[src/rtl/ssv_pkg.sv]
`timescale 1ns / 1ps
// ssv_pkg: phase type, byte roles, value kinds and status codes of the
// snapshot stream validator; no dependencies

package ssv_pkg;

   typedef enum logic [3:0] {
      PH_MAGIC = 4'd0,
      PH_COLS  = 4'd1,
      PH_ROWS  = 4'd2,
      PH_KIND  = 4'd3,
      PH_TLEN  = 4'd4,
      PH_TEXT  = 4'd5,
      PH_REAL  = 4'd6,
      PH_INT   = 4'd7,
      PH_DONE  = 4'd8
   } phase_type;

   // byte roles
   localparam logic [3:0] ROLE_MAGIC   = 4'd0;
   localparam logic [3:0] ROLE_COLS    = 4'd1;
   localparam logic [3:0] ROLE_ROWS    = 4'd2;
   localparam logic [3:0] ROLE_KIND    = 4'd3;
   localparam logic [3:0] ROLE_TLEN    = 4'd4;
   localparam logic [3:0] ROLE_TEXT    = 4'd5;
   localparam logic [3:0] ROLE_REAL    = 4'd6;
   localparam logic [3:0] ROLE_INT     = 4'd7;
   localparam logic [3:0] ROLE_IGNORED = 4'd8;

   // value kinds
   localparam logic [1:0] KIND_NULL = 2'd0;
   localparam logic [1:0] KIND_TEXT = 2'd1;
   localparam logic [1:0] KIND_REAL = 2'd2;
   localparam logic [1:0] KIND_INT  = 2'd3;

   // status codes
   localparam logic [2:0] ST_PENDING  = 3'd0;
   localparam logic [2:0] ST_OK       = 3'd1;
   localparam logic [2:0] ST_MAGIC    = 3'd2;
   localparam logic [2:0] ST_COLS     = 3'd3;
   localparam logic [2:0] ST_ROWS     = 3'd4;
   localparam logic [2:0] ST_KIND     = 3'd5;
   localparam logic [2:0] ST_VALUE    = 3'd6;
   localparam logic [2:0] ST_TRAILING = 3'd7;

   // 'R','A','S','1' packed little-endian, byte n at bits 8n+7:8n
   localparam logic [31:0] MAGIC_WORD = 32'h3153_4152;

   localparam int unsigned MAX_COLUMNS = 256;

   localparam logic [10:0] EXP_ALL_ONES = 11'h7FF;
   localparam logic [8:0]  COLS_RESET   = 9'd16;

endpackage

[src/rtl/snapshot_stream_validator_unit.sv]
`timescale 1ns / 1ps
// snapshot_stream_validator_unit: byte-serial layout checker for snapshot payloads
// depends on ssv_pkg
//
// usage
//   req channel: one payload byte per transaction, req_last_byte marks the final
//   byte; after it all parsing state restarts for the next payload
//   rsp channel: exactly one transaction per request byte, carrying the byte's
//   role, value kind, column, row and the running status
//   csr channel: writes expected_columns; always ready, write only while idle
// latency and throughput
//   response valid in the cycle after request acceptance; one byte per cycle
//   sustained while rsp_ready stays high, set by the single next-state stage feeding the response register
// reset
//   synchronous, active high; parser returns to the magic phase, no error kept,
//   expected_columns returns to 16, no response pending
// stall
//   when the receiver holds rsp_ready low with a response pending, req_ready
//   drops in the same cycle; no byte is lost or duplicated
// the first error is kept and reported on every later byte up to the last one;
// on the last byte an unfinished payload reports the error of its phase

module snapshot_stream_validator_unit #(
   parameter int unsigned MAX_ROWS = 1000000
) (
   input  logic        clock,
   input  logic        reset,
   // request byte stream
   input  logic        req_valid,
   output logic        req_ready,
   input  logic [7:0]  req_data_byte,
   input  logic        req_last_byte,
   // response stream
   output logic        rsp_valid,
   input  logic        rsp_ready,
   output logic [3:0]  rsp_byte_role,
   output logic [1:0]  rsp_value_kind,
   output logic [7:0]  rsp_column_index,
   output logic [19:0] rsp_row_index,
   output logic [2:0]  rsp_status,
   // configuration
   input  logic        csr_valid,
   output logic        csr_ready,
   input  logic [8:0]  csr_expected_columns
);

   localparam int unsigned ROW_W = $clog2(MAX_ROWS + 1);

   // parser state
   ssv_pkg::phase_type phase_ff, phase_in;
   logic [2:0]         cnt_ff, cnt_in;
   logic [31:0]        hword_ff, hword_in;
   logic [8:0]         col_total_ff, col_total_in;
   logic [ROW_W-1:0]   row_total_ff, row_total_in;
   logic [ROW_W-1:0]   cur_row_ff, cur_row_in;
   logic [7:0]         cur_col_ff, cur_col_in;
   logic [31:0]        text_rem_ff, text_rem_in;
   logic [10:0]        exp_ff, exp_in;
   logic [2:0]         err_ff, err_in;
   logic [8:0]         exp_cols_ff;

   // response register
   logic               rsp_valid_ff;
   logic [3:0]         role_ff, role_in;
   logic [1:0]         kind_ff, kind_in;
   logic [7:0]         col_ff, col_in;
   logic [19:0]        row_ff, row_in;
   logic [2:0]         status_ff, status_in;

   logic               accept;

   // header word with this byte merged in
   logic [31:0]        hword_next;
   logic [31:0]        byte_shifted;
   logic [7:0]         magic_byte;

   // end of value bookkeeping
   logic [8:0]         col_plus;
   logic [ROW_W:0]     row_plus;
   logic               col_wrap;
   logic [7:0]         fin_col;
   logic [ROW_W-1:0]   fin_row;
   ssv_pkg::phase_type fin_phase;

   logic [10:0]        exp_next;
   logic [31:0]        text_rem_dec;
   logic [31:0]        row_wide;

   // response register is empty or drains in this cycle
   assign req_ready = !rsp_valid_ff || rsp_ready;
   assign accept    = req_valid && req_ready;
   assign csr_ready = 1'b1;

   assign byte_shifted = {24'd0, req_data_byte} << {cnt_ff[1:0], 3'b000};
   assign hword_next   = hword_ff | byte_shifted;
   assign magic_byte   = ssv_pkg::MAGIC_WORD[{cnt_ff[1:0], 3'b000} +: 8];
   assign text_rem_dec = text_rem_ff - 32'd1;

   // exponent of a real: high nibble of byte 6, low 7 bits of byte 7
   always_comb begin
      exp_next = exp_ff;
      if (cnt_ff == 3'd6) begin
         exp_next = {7'd0, req_data_byte[7:4]};
      end else if (cnt_ff == 3'd7) begin
         exp_next = exp_ff | {req_data_byte[6:0], 4'd0};
      end
   end

   // column/row advance after a value completes
   always_comb begin
      col_plus = {1'b0, cur_col_ff} + 9'd1;
      row_plus = {1'b0, cur_row_ff} + {{ROW_W{1'b0}}, 1'b1};
      col_wrap = col_plus >= col_total_ff;
      if (col_wrap) begin
         fin_col   = 8'd0;
         fin_row   = row_plus[ROW_W-1:0];
         fin_phase = (row_plus >= {1'b0, row_total_ff}) ? ssv_pkg::PH_DONE
                                                        : ssv_pkg::PH_KIND;
      end else begin
         fin_col   = col_plus[7:0];
         fin_row   = cur_row_ff;
         fin_phase = ssv_pkg::PH_KIND;
      end
   end

   // next state of the parser for one byte
   always_comb begin
      phase_in     = phase_ff;
      cnt_in       = cnt_ff;
      hword_in     = hword_ff;
      col_total_in = col_total_ff;
      row_total_in = row_total_ff;
      cur_row_in   = cur_row_ff;
      cur_col_in   = cur_col_ff;
      text_rem_in  = text_rem_ff;
      exp_in       = exp_ff;
      err_in       = err_ff;

      if (err_ff == ssv_pkg::ST_PENDING) begin
         case (phase_ff)
            ssv_pkg::PH_MAGIC: begin
               if (req_data_byte != magic_byte) begin
                  err_in = ssv_pkg::ST_MAGIC;
               end else if (cnt_ff == 3'd3) begin
                  phase_in = ssv_pkg::PH_COLS;
                  cnt_in   = 3'd0;
                  hword_in = 32'd0;
               end else begin
                  cnt_in = cnt_ff + 3'd1;
               end
            end
            ssv_pkg::PH_COLS: begin
               hword_in = hword_next;
               cnt_in   = cnt_ff + 3'd1;
               if (cnt_ff == 3'd3) begin
                  if (hword_next != {23'd0, exp_cols_ff} || hword_next == 32'd0 ||
                      hword_next > 32'(ssv_pkg::MAX_COLUMNS)) begin
                     err_in = ssv_pkg::ST_COLS;
                  end else begin
                     col_total_in = hword_next[8:0];
                     phase_in     = ssv_pkg::PH_ROWS;
                     cnt_in       = 3'd0;
                     hword_in     = 32'd0;
                  end
               end
            end
            ssv_pkg::PH_ROWS: begin
               hword_in = hword_next;
               cnt_in   = cnt_ff + 3'd1;
               if (cnt_ff == 3'd3) begin
                  if (hword_next > 32'(MAX_ROWS)) begin
                     err_in = ssv_pkg::ST_ROWS;
                  end else begin
                     row_total_in = hword_next[ROW_W-1:0];
                     cur_row_in   = '0;
                     cur_col_in   = 8'd0;
                     cnt_in       = 3'd0;
                     hword_in     = 32'd0;
                     phase_in     = (hword_next == 32'd0) ? ssv_pkg::PH_DONE
                                                          : ssv_pkg::PH_KIND;
                  end
               end
            end
            ssv_pkg::PH_KIND: begin
               if (req_data_byte > 8'd3) begin
                  err_in = ssv_pkg::ST_KIND;
               end else begin
                  cnt_in   = 3'd0;
                  hword_in = 32'd0;
                  exp_in   = 11'd0;
                  case (req_data_byte[1:0])
                     ssv_pkg::KIND_NULL: begin
                        phase_in   = fin_phase;
                        cur_col_in = fin_col;
                        cur_row_in = fin_row;
                     end
                     ssv_pkg::KIND_TEXT: phase_in = ssv_pkg::PH_TLEN;
                     ssv_pkg::KIND_REAL: phase_in = ssv_pkg::PH_REAL;
                     default:            phase_in = ssv_pkg::PH_INT;
                  endcase
               end
            end
            ssv_pkg::PH_TLEN: begin
               hword_in = hword_next;
               cnt_in   = cnt_ff + 3'd1;
               if (cnt_ff == 3'd3) begin
                  text_rem_in = hword_next;
                  cnt_in      = 3'd0;
                  hword_in    = 32'd0;
                  if (hword_next == 32'd0) begin
                     phase_in   = fin_phase;
                     cur_col_in = fin_col;
                     cur_row_in = fin_row;
                  end else begin
                     phase_in = ssv_pkg::PH_TEXT;
                  end
               end
            end
            ssv_pkg::PH_TEXT: begin
               text_rem_in = text_rem_dec;
               if (text_rem_dec == 32'd0) begin
                  phase_in   = fin_phase;
                  cur_col_in = fin_col;
                  cur_row_in = fin_row;
               end
            end
            ssv_pkg::PH_REAL: begin
               exp_in = exp_next;
               cnt_in = cnt_ff + 3'd1;
               if (cnt_ff == 3'd7) begin
                  cnt_in = 3'd0;
                  if (exp_next == ssv_pkg::EXP_ALL_ONES) begin
                     err_in = ssv_pkg::ST_VALUE;
                  end else begin
                     phase_in   = fin_phase;
                     cur_col_in = fin_col;
                     cur_row_in = fin_row;
                  end
               end
            end
            ssv_pkg::PH_INT: begin
               cnt_in = cnt_ff + 3'd1;
               if (cnt_ff == 3'd7) begin
                  cnt_in     = 3'd0;
                  phase_in   = fin_phase;
                  cur_col_in = fin_col;
                  cur_row_in = fin_row;
               end
            end
            default: begin
               // any byte past a complete snapshot
               err_in = ssv_pkg::ST_TRAILING;
            end
         endcase
      end

      // status uses the state after this byte, before the end-of-payload restart
      if (req_last_byte) begin
         if (err_in != ssv_pkg::ST_PENDING) begin
            status_in = err_in;
         end else begin
            case (phase_in)
               ssv_pkg::PH_DONE:  status_in = ssv_pkg::ST_OK;
               ssv_pkg::PH_MAGIC: status_in = ssv_pkg::ST_MAGIC;
               ssv_pkg::PH_COLS:  status_in = ssv_pkg::ST_COLS;
               ssv_pkg::PH_ROWS:  status_in = ssv_pkg::ST_ROWS;
               ssv_pkg::PH_KIND:  status_in = ssv_pkg::ST_KIND;
               default:           status_in = ssv_pkg::ST_VALUE;
            endcase
         end
         phase_in     = ssv_pkg::PH_MAGIC;
         cnt_in       = 3'd0;
         hword_in     = 32'd0;
         col_total_in = 9'd0;
         row_total_in = '0;
         cur_row_in   = '0;
         cur_col_in   = 8'd0;
         text_rem_in  = 32'd0;
         exp_in       = 11'd0;
         err_in       = ssv_pkg::ST_PENDING;
      end else begin
         status_in = err_in;
      end
   end

   // per-byte tags, taken from the state before this byte
   assign row_wide = 32'(cur_row_ff);

   always_comb begin
      role_in = ssv_pkg::ROLE_IGNORED;
      kind_in = ssv_pkg::KIND_NULL;
      col_in  = 8'd0;
      row_in  = 20'd0;
      if (err_ff == ssv_pkg::ST_PENDING) begin
         case (phase_ff)
            ssv_pkg::PH_MAGIC: role_in = ssv_pkg::ROLE_MAGIC;
            ssv_pkg::PH_COLS:  role_in = ssv_pkg::ROLE_COLS;
            ssv_pkg::PH_ROWS:  role_in = ssv_pkg::ROLE_ROWS;
            ssv_pkg::PH_KIND: begin
               role_in = ssv_pkg::ROLE_KIND;
               if (req_data_byte <= 8'd3) begin
                  kind_in = req_data_byte[1:0];
               end
            end
            ssv_pkg::PH_TLEN: begin
               role_in = ssv_pkg::ROLE_TLEN;
               kind_in = ssv_pkg::KIND_TEXT;
            end
            ssv_pkg::PH_TEXT: begin
               role_in = ssv_pkg::ROLE_TEXT;
               kind_in = ssv_pkg::KIND_TEXT;
            end
            ssv_pkg::PH_REAL: begin
               role_in = ssv_pkg::ROLE_REAL;
               kind_in = ssv_pkg::KIND_REAL;
            end
            ssv_pkg::PH_INT: begin
               role_in = ssv_pkg::ROLE_INT;
               kind_in = ssv_pkg::KIND_INT;
            end
            default: role_in = ssv_pkg::ROLE_IGNORED;
         endcase
         // column and row only inside the value section
         if (phase_ff == ssv_pkg::PH_KIND || phase_ff == ssv_pkg::PH_TLEN ||
             phase_ff == ssv_pkg::PH_TEXT || phase_ff == ssv_pkg::PH_REAL ||
             phase_ff == ssv_pkg::PH_INT) begin
            col_in = cur_col_ff;
            row_in = row_wide[19:0];
         end
      end
   end

   // parser state and configuration register
   always_ff @(posedge clock) begin
      if (reset) begin
         phase_ff     <= ssv_pkg::PH_MAGIC;
         cnt_ff       <= 3'd0;
         hword_ff     <= 32'd0;
         col_total_ff <= 9'd0;
         row_total_ff <= '0;
         cur_row_ff   <= '0;
         cur_col_ff   <= 8'd0;
         text_rem_ff  <= 32'd0;
         exp_ff       <= 11'd0;
         err_ff       <= ssv_pkg::ST_PENDING;
         exp_cols_ff  <= ssv_pkg::COLS_RESET;
      end else begin
         if (accept) begin
            phase_ff     <= phase_in;
            cnt_ff       <= cnt_in;
            hword_ff     <= hword_in;
            col_total_ff <= col_total_in;
            row_total_ff <= row_total_in;
            cur_row_ff   <= cur_row_in;
            cur_col_ff   <= cur_col_in;
            text_rem_ff  <= text_rem_in;
            exp_ff       <= exp_in;
            err_ff       <= err_in;
         end
         if (csr_valid && csr_ready) begin
            exp_cols_ff <= csr_expected_columns;
         end
      end
   end

   // response valid flag
   always_ff @(posedge clock) begin
      if (reset) begin
         rsp_valid_ff <= 1'b0;
      end else if (accept) begin
         rsp_valid_ff <= 1'b1;
      end else if (rsp_ready) begin
         rsp_valid_ff <= 1'b0;
      end
   end

   // response payload, loaded with each accepted byte
   always_ff @(posedge clock) begin
      if (accept) begin
         role_ff   <= role_in;
         kind_ff   <= kind_in;
         col_ff    <= col_in;
         row_ff    <= row_in;
         status_ff <= status_in;
      end
   end

   assign rsp_valid        = rsp_valid_ff;
   assign rsp_byte_role    = role_ff;
   assign rsp_value_kind   = kind_ff;
   assign rsp_column_index = col_ff;
   assign rsp_row_index    = row_ff;
   assign rsp_status       = status_ff;

endmodule

[config.mk]
export PLATFORM = sky130hd
export DESIGN_NAME = snapshot_stream_validator_unit
export DESIGN_NICKNAME = d
export VERILOG_FILES = /design/src/rtl/ssv_pkg.sv /design/src/rtl/snapshot_stream_validator_unit.sv
export SDC_FILE = /design/constraint.sdc
export NUM_CORES = 1
export LEC_CHECK = 0
export ABC_AREA = 1
export BUFFER_PORTS_ARGS = -buffer_cell sky130_fd_sc_hd__buf_2
export CORE_MARGIN = 1.5
export CORE_UTILIZATION = 26
export DETAILED_ROUTE_END_ITERATION = 8
export HOLD_SLACK_MARGIN = 0.08
export PLACE_DENSITY = 0.47
export SLEW_MARGIN = 20
export SYNTH_ARGS = -nofsm -noshare
export SYNTH_HDL_FRONTEND = slang
export SYNTH_SLANG_ARGS = --single-unit
[constraint.sdc]
create_clock -name clock -period 4.4 [get_ports clock]
set_clock_uncertainty 0.05 [all_clocks]
set_input_delay 0.88 -clock clock [delete_from_list [all_inputs] [get_ports clock]]
set_output_delay 0.88 -clock clock [all_outputs]
set_load 0.005 [all_outputs]
==> After elaboration in Yosys (flattened, before gate mapping) <==
Index checks and enable logic that the tools add are counted.
W data, S select, Z words.
{ "classes": {"reduce_logical": 37, "shifts": 2, "n_addsub": 4, "bitwise_logic": 2, "n_lt_le_gt_ge": 6, "muxes": 109, "eq_ne": 33} }
{ "op_table": {"columns": ["operator", "count"], "rows": [
  ["$mux W32", 13],
  ["$mux W20", 18],
  ["$pmux W32 S5", 1],
  ["$pmux W20 S6", 1],
  ["$mux W8", 13],
  ["$mux W4", 18],
  ["$mux W3", 22],
  ["$logic_not A32 Y1", 2],
  ["$pmux W32 S2", 1],
  ["$pmux W4 S8", 2],
  ["$mux W11", 5],
  ["$pmux W8 S6", 1],
  ["$mux W9", 5],
  ["$pmux W3 S6", 2],
  ["$ne A3 B3 Y1 const B", 11],
  ["$gt A32 B20 Y1 const B", 1],
  ["$gt A32 B9 Y1 const B", 1],
  ["$ne A32 B9 Y1", 1],
  ["$or A32 B32 Y32", 1],
  ["$shiftx A32 B6 Y8 const A", 1],
  ["$shl A8 B5 Y32", 1],
  ["$sub A32 B1 Y32 const B", 1],
  ["$pmux W11 S2", 1],
  ["$add A20 B1 Y21 const B", 1],
  ["other kinds (41)", 69]
]} }
{ "totals": {"elab_cells": 210, "ff_bits": 189, "in_bits": 23} }

==> Depth between registers and ports, before layout <==
{ "logic_depth": {"word_depth": 13, "ltp_mapped": 31, "mapped_depth_nobuf": 31} }

==> Worst setup path after synthesis <==
No wires, ideal clock.
{ "synth_path": {"path_type": "reg2reg", "startpoint": "reg cur_row_ff[0]", "endpoint": "reg status_ff[1], in the netlist rsp_status[1] (data pin)", "stages_incl_launch_ff": 27, "t_required_ns": 4.091, "path_slack_ns": 0.743, "arrival_time_ns": 3.349, "cell_sequence": "dfxtp_1 -> inv_1 -> nor3_1 -> nand3_1 -> nor2_1 -> nand2_1 -> nor2_1 -> inv_1 -> nor2_1 -> nand4_1 -> xor2_1 -> inv_1 -> ha_1 -> inv_1 -> nor4_1 -> nand2_1 -> nand3_1 -> nand2_1 -> o21ai_0 -> a21boi_0 -> nand3_1 -> nand2_1 -> nand3_2 -> nand2_1 -> nand2_1 -> nand2_1 -> nand2_1"} }
{ "synth_between": {"elab_chain_len": 12, "elab_cells_between_ends": 22, "cone_classes": "add/sub (1); order compare (1); eq/ne (4); mux (15); reduce/logical (1)"} }
{ "synth_lines": {"columns": ["element", "line", "rtl"], "rows": [
  ["from (decl)", "snapshot_stream_validator_unit.sv:55", "logic [ROW_W-1:0] cur_row_ff, cur_row_in;"],
  ["from (signal assigned)", "snapshot_stream_validator_unit.sv:354", "cur_row_ff <= cur_row_in;"],
  ["$add A20 B1 Y21 (*)", "snapshot_stream_validator_unit.sv:112", "row_plus = {1'b0, cur_row_ff} + {{ROW_W{1'b0}}, 1'b1};"],
  ["$ge A21 B20 Y1 (*)", "snapshot_stream_validator_unit.sv:117", "fin_phase = (row_plus >= {1'b0, row_total_ff}) ? ssv_pkg::PH_DONE"],
  ["$mux W4 (*)", "snapshot_stream_validator_unit.sv:117", null],
  ["$mux W4 (*)", "snapshot_stream_validator_unit.sv:114", "if (col_wrap) begin"],
  ["$pmux W4 S3, or another cell as far along", "snapshot_stream_validator_unit.sv:191", "case (req_data_byte[1:0])"],
  ["$mux W4, on equally long branches", "snapshot_stream_validator_unit.sv:185, snapshot_stream_validator_unit.sv:206, snapshot_stream_validator_unit.sv:230", null],
  ["$pmux W4 S8 (*)", "snapshot_stream_validator_unit.sv:140", "case (phase_ff)"],
  ["$mux W4 (*)", "snapshot_stream_validator_unit.sv:139", "if (err_ff == ssv_pkg::ST_PENDING) begin"],
  ["$eq A4 B2 Y1, or another cell as far along", "snapshot_stream_validator_unit.sv:262", "case (phase_in)"],
  ["$pmux W3 S5 (*)", "snapshot_stream_validator_unit.sv:262", null],
  ["$mux W3 (*)", "snapshot_stream_validator_unit.sv:259", "if (err_in != ssv_pkg::ST_PENDING) begin"],
  ["$mux W3 (*)", "snapshot_stream_validator_unit.sv:258", "if (req_last_byte) begin"],
  ["net status_in[1]", "snapshot_stream_validator_unit.sv:68", "logic [2:0] status_ff, status_in;"],
  ["to (signal assigned)", "snapshot_stream_validator_unit.sv:384", "status_ff <= status_in;"],
  ["to (decl)", "snapshot_stream_validator_unit.sv:68", null]
]} }
Mark *: on every way through the listed nets, which the timed path passes. The rest lies on a longest branch.
A chain may end at the register's enable or synchronous reset.

==> Worst setup path in the final report <==
Ends and elaborated chain as after synthesis.

==> reports/metrics.cfg <==
[drt]
detail-route-antenna-nets=0
first_pass_iters=5
number_of_drc_markers_in_iteration_0=818
drcViolationCount=0
routed_wl_mm=35.84
vias=10850
vias_per_cell=4.723
wire_per_inst_um=15.60

[timing]
fmax_ghz=0.2483
max_slew.worst_pin.slew_ns=1.046
final-setup-viol-count=0
fin_crit_sh=0.9154
finalWorstPathRequiredPeriod_ns=4.028
relSlewSlack=0.2999
final-hold-violation-count=0
post_route_setup_tns_ns=0
number_of_max_slew_violations_in_the_final_report=0
setup_repair_after_global_routing_missed_its_margin=false

[cts]
cts_htree_levels=4
clock_latency_at_the_later_pin_of_the_worst_skew_pair_ns=0.46
clock_sinks=189
cts_made_buffers=17
clk_pin_slew_ns=0.07
cts_tree=done
clock_tree_root=sky130_fd_sc_hd__clkbuf_16
cts.hold.buffers_added=0
post_cts.resized_instances=0
post_cts_repair_timing_setup_buffer_count=0
cts.path.max_buffers=2

[final_layout]
total_nets_final=1762
ff_latch_area_um2=4154
layout.filler_cells=4849
mostFrequentLayoutCell=sky130_fd_sc_hd__nand2_1
layout.cells.most_common_list=sky130_fd_sc_hd__nand2_1 (371), sky130_fd_sc_hd__nor2_1 (237), sky130_fd_sc_hd__inv_1 (216), sky130_fd_sc_hd__dfxtp_1 (152), sky130_fd_sc_hd__nand3_1 (114)
layout.core_utilization=0.3002
total_area_of_multi_input_combinational_cells_um2=6203
layout-drive-gt1-share=0.1046
n_antenna_cell=0
areaGrowthSynthToFinish_pct=12.95

[setup_path]
cp_common_cell=sky130_fd_sc_hd__nand2_1
worst-path-buf-inv=4
timing.reg2reg.setup_slack_ns=0.37
crit_arrival_ns=4.18
setup.worst_path.end_class=flip-flop
cp_slowest_cell=sky130_fd_sc_hd__dfxtp_1
cpLargestDelayFamily=simple AND/OR/NAND/NOR gates
critPathKind=flip-flop to flip-flop
cpPeakStageDelay_ns=0.38
start_kind=flip-flop
crit_path_max_fanout=5
timing.critical_path.required_ns=4.56

[yosys]
synthesis.instances=1661
async_reset_ff_frac=0
yosysWarnings=0
number_of_enable_flip_flop_cells_after_synthesis=37
synthesis.nets=1724
synth_seq_cells=189
synth_area_um2=11520
synth.avg_cell_area_um2=6.938
post_synth_top_flop=sky130_fd_sc_hd__dfxtp_1
seq_area_frac_synth=0.3605
post_synth_num_cell_types=58

[placement]
port_buffers=61
hpwlAfterDp_mm=26.66
globalplace.congestion=0.8848

[floorplanning]
fp.dieArea_um2=45590
dieWidth_um=213.5
top_level_ports=63
core.rowCount=76
dieHeight_um=213.5
core_area_um2=43360
start_util=0.2658

[pwr]
ir_worst_vdd_uv=257.8
netSwitchingFraction=0.3012
seq_power_share=0.447
p_leak_nw=5.401
combinationalPowerShare=0.156
clock_power_share=0.397
power.density_cell_area_nw_per_um2=316.1
netsw_w=0.001239
internal_power_w=0.002875

[grt]
grt-ovfl-total=0
gr-usage-all-layers=0.1623
number_of_global_route_vias_before_repair=10350
global_route.usage.met2=0.2503
wire_length_of_the_first_global_routing_pass_mm=57.36
grt_use_met3=0.02929
grt.met1_usage=0.2306
grt_antenna_before_repair=0
global_route.peak_usage_layer=met2
grt_max_degree=79

[outcome]
outcome=finished, final reports clean

[worst_hold_path]
hp-class=flip-flop to flip-flop

[job]
drv.max_cap_violation_count=0

[tightest hold or removal path: cells and delay by family, from the launching register on]
family          cells  cell delay (ns)
flops               1             0.30
compound gates      1             0.05
buf+inv             1             0.06
[metrics by stage]
| stage | hold WS, ns | instances | cell area, um^2 | setup WS, ns | power (W) |
|---|---|---|---|---|---|
| 5_1_grt | 0.4297 | 2297 | 13020 | 0.01213 | 0.004334 |
| 3_3_place_gp | 0.3947 | 2265 | 12390 | 0.1420 | 0.002515 |
| 2_1_floorplan | 0.3735 | 1661 | 11520 | 0.7426 | 0.002328 |
| 4_1_cts | 0.4091 | 2297 | 12990 | 0.002027 | 0.004176 |
| 3_5_place_dp | 0.3974 | 2265 | 12390 | 0.01933 | 0.002518 |
| 6_report | 0.4062 | 2297 | 13020 | 0.3724 | 0.004114 |
[flip-flops by register name (all words and copies together), names as in the netlist]
register and flops:
rsp_valid 1, exp_ff 11, hword_ff 32, rsp_row_index 20
phase_ff 4, cur_row_ff 20, rsp_column_index 8, cnt_ff 3
rsp_status 3, rsp_value_kind 2, exp_cols_ff 9, text_rem_ff 32
rsp_byte_role 4, row_total_ff 20, cur_col_ff 8, col_total_ff 9
err_ff 3
[logic make-up after synthesis]
logic type | share of synthesized area
AO/OA/AOI/OAI | 0.1620
XOR/XNOR | 0.02953
buffers and inverters | 0.1038
AND/OR/NAND/NOR | 0.3004
other | 0.0003254
adder cells (fa/ha/maj) | 0.04343
flip-flops | 0.3605
[worst paths after layout]
path / startpoint / end / cells after the start
setup reg to reg: cur_row_ff[0] / rsp_status[1] / 26
hold / removal: exp_ff[8] / exp_ff[8] / 2
setup / recovery: cur_row_ff[0] / rsp_status[1] / 26
hold reg to reg: exp_ff[8] / exp_ff[8] / 2
[power groups by stage]
stage	Combinational [W]	Clock, W	Sequential [W]
global route	0.000727	0.00176	0.00185
detailed placement	0.000638	0	0.00188
CTS	0.000641	0.00169	0.00184
global placement	0.000635	0	0.00188
finish	0.000643	0.00163	0.00184
floorplan	0.000452	0	0.00188
[routing by layer]
| metal | up-vias | part of all wire |
|---|---|---|
| met4 | 0 | 0.013 |
| met5 | - | 0 |
| li1 | 5533 | - |
| met1 | 5055 | 0.50 |
| met3 | 32 | 0.043 |
| met2 | 229 | 0.44 |
[layout make-up]
| type | instances | area share |
|---|---|---|
| multi-input combinational | 1184 | 0.4766 |
| sequential | 189 | 0.3191 |
| inverter | 224 | 0.06479 |
| tap | 585 | 0.05623 |
| timing repair buffer | 83 | 0.03710 |
| clock buffer | 19 | 0.03403 |
| clock inverter | 13 | 0.01211 |
[Yosys cell counts (29+ instances only)]
cell	count	area (um^2)
sky130_fd_sc_hd__nand2_1	371	1393
sky130_fd_sc_hd__nor2_1	240	900.9
sky130_fd_sc_hd__inv_1	216	810.8
sky130_fd_sc_hd__dfxtp_1	152	3043
sky130_fd_sc_hd__nand3_1	115	575.6
sky130_fd_sc_hd__a21oi_1	102	510.5
sky130_fd_sc_hd__o21ai_0	69	345.3
sky130_fd_sc_hd__a211oi_1	42	315.3
sky130_fd_sc_hd__ha_1	40	500.5
sky130_fd_sc_hd__edfxtp_1	37	1111
sky130_fd_sc_hd__clkbuf_1	35	131.4
sky130_fd_sc_hd__xor2_1	34	297.8
sky130_fd_sc_hd__o211ai_1	29	217.7
Note: power is estimated with default switching activity, not from simulation.
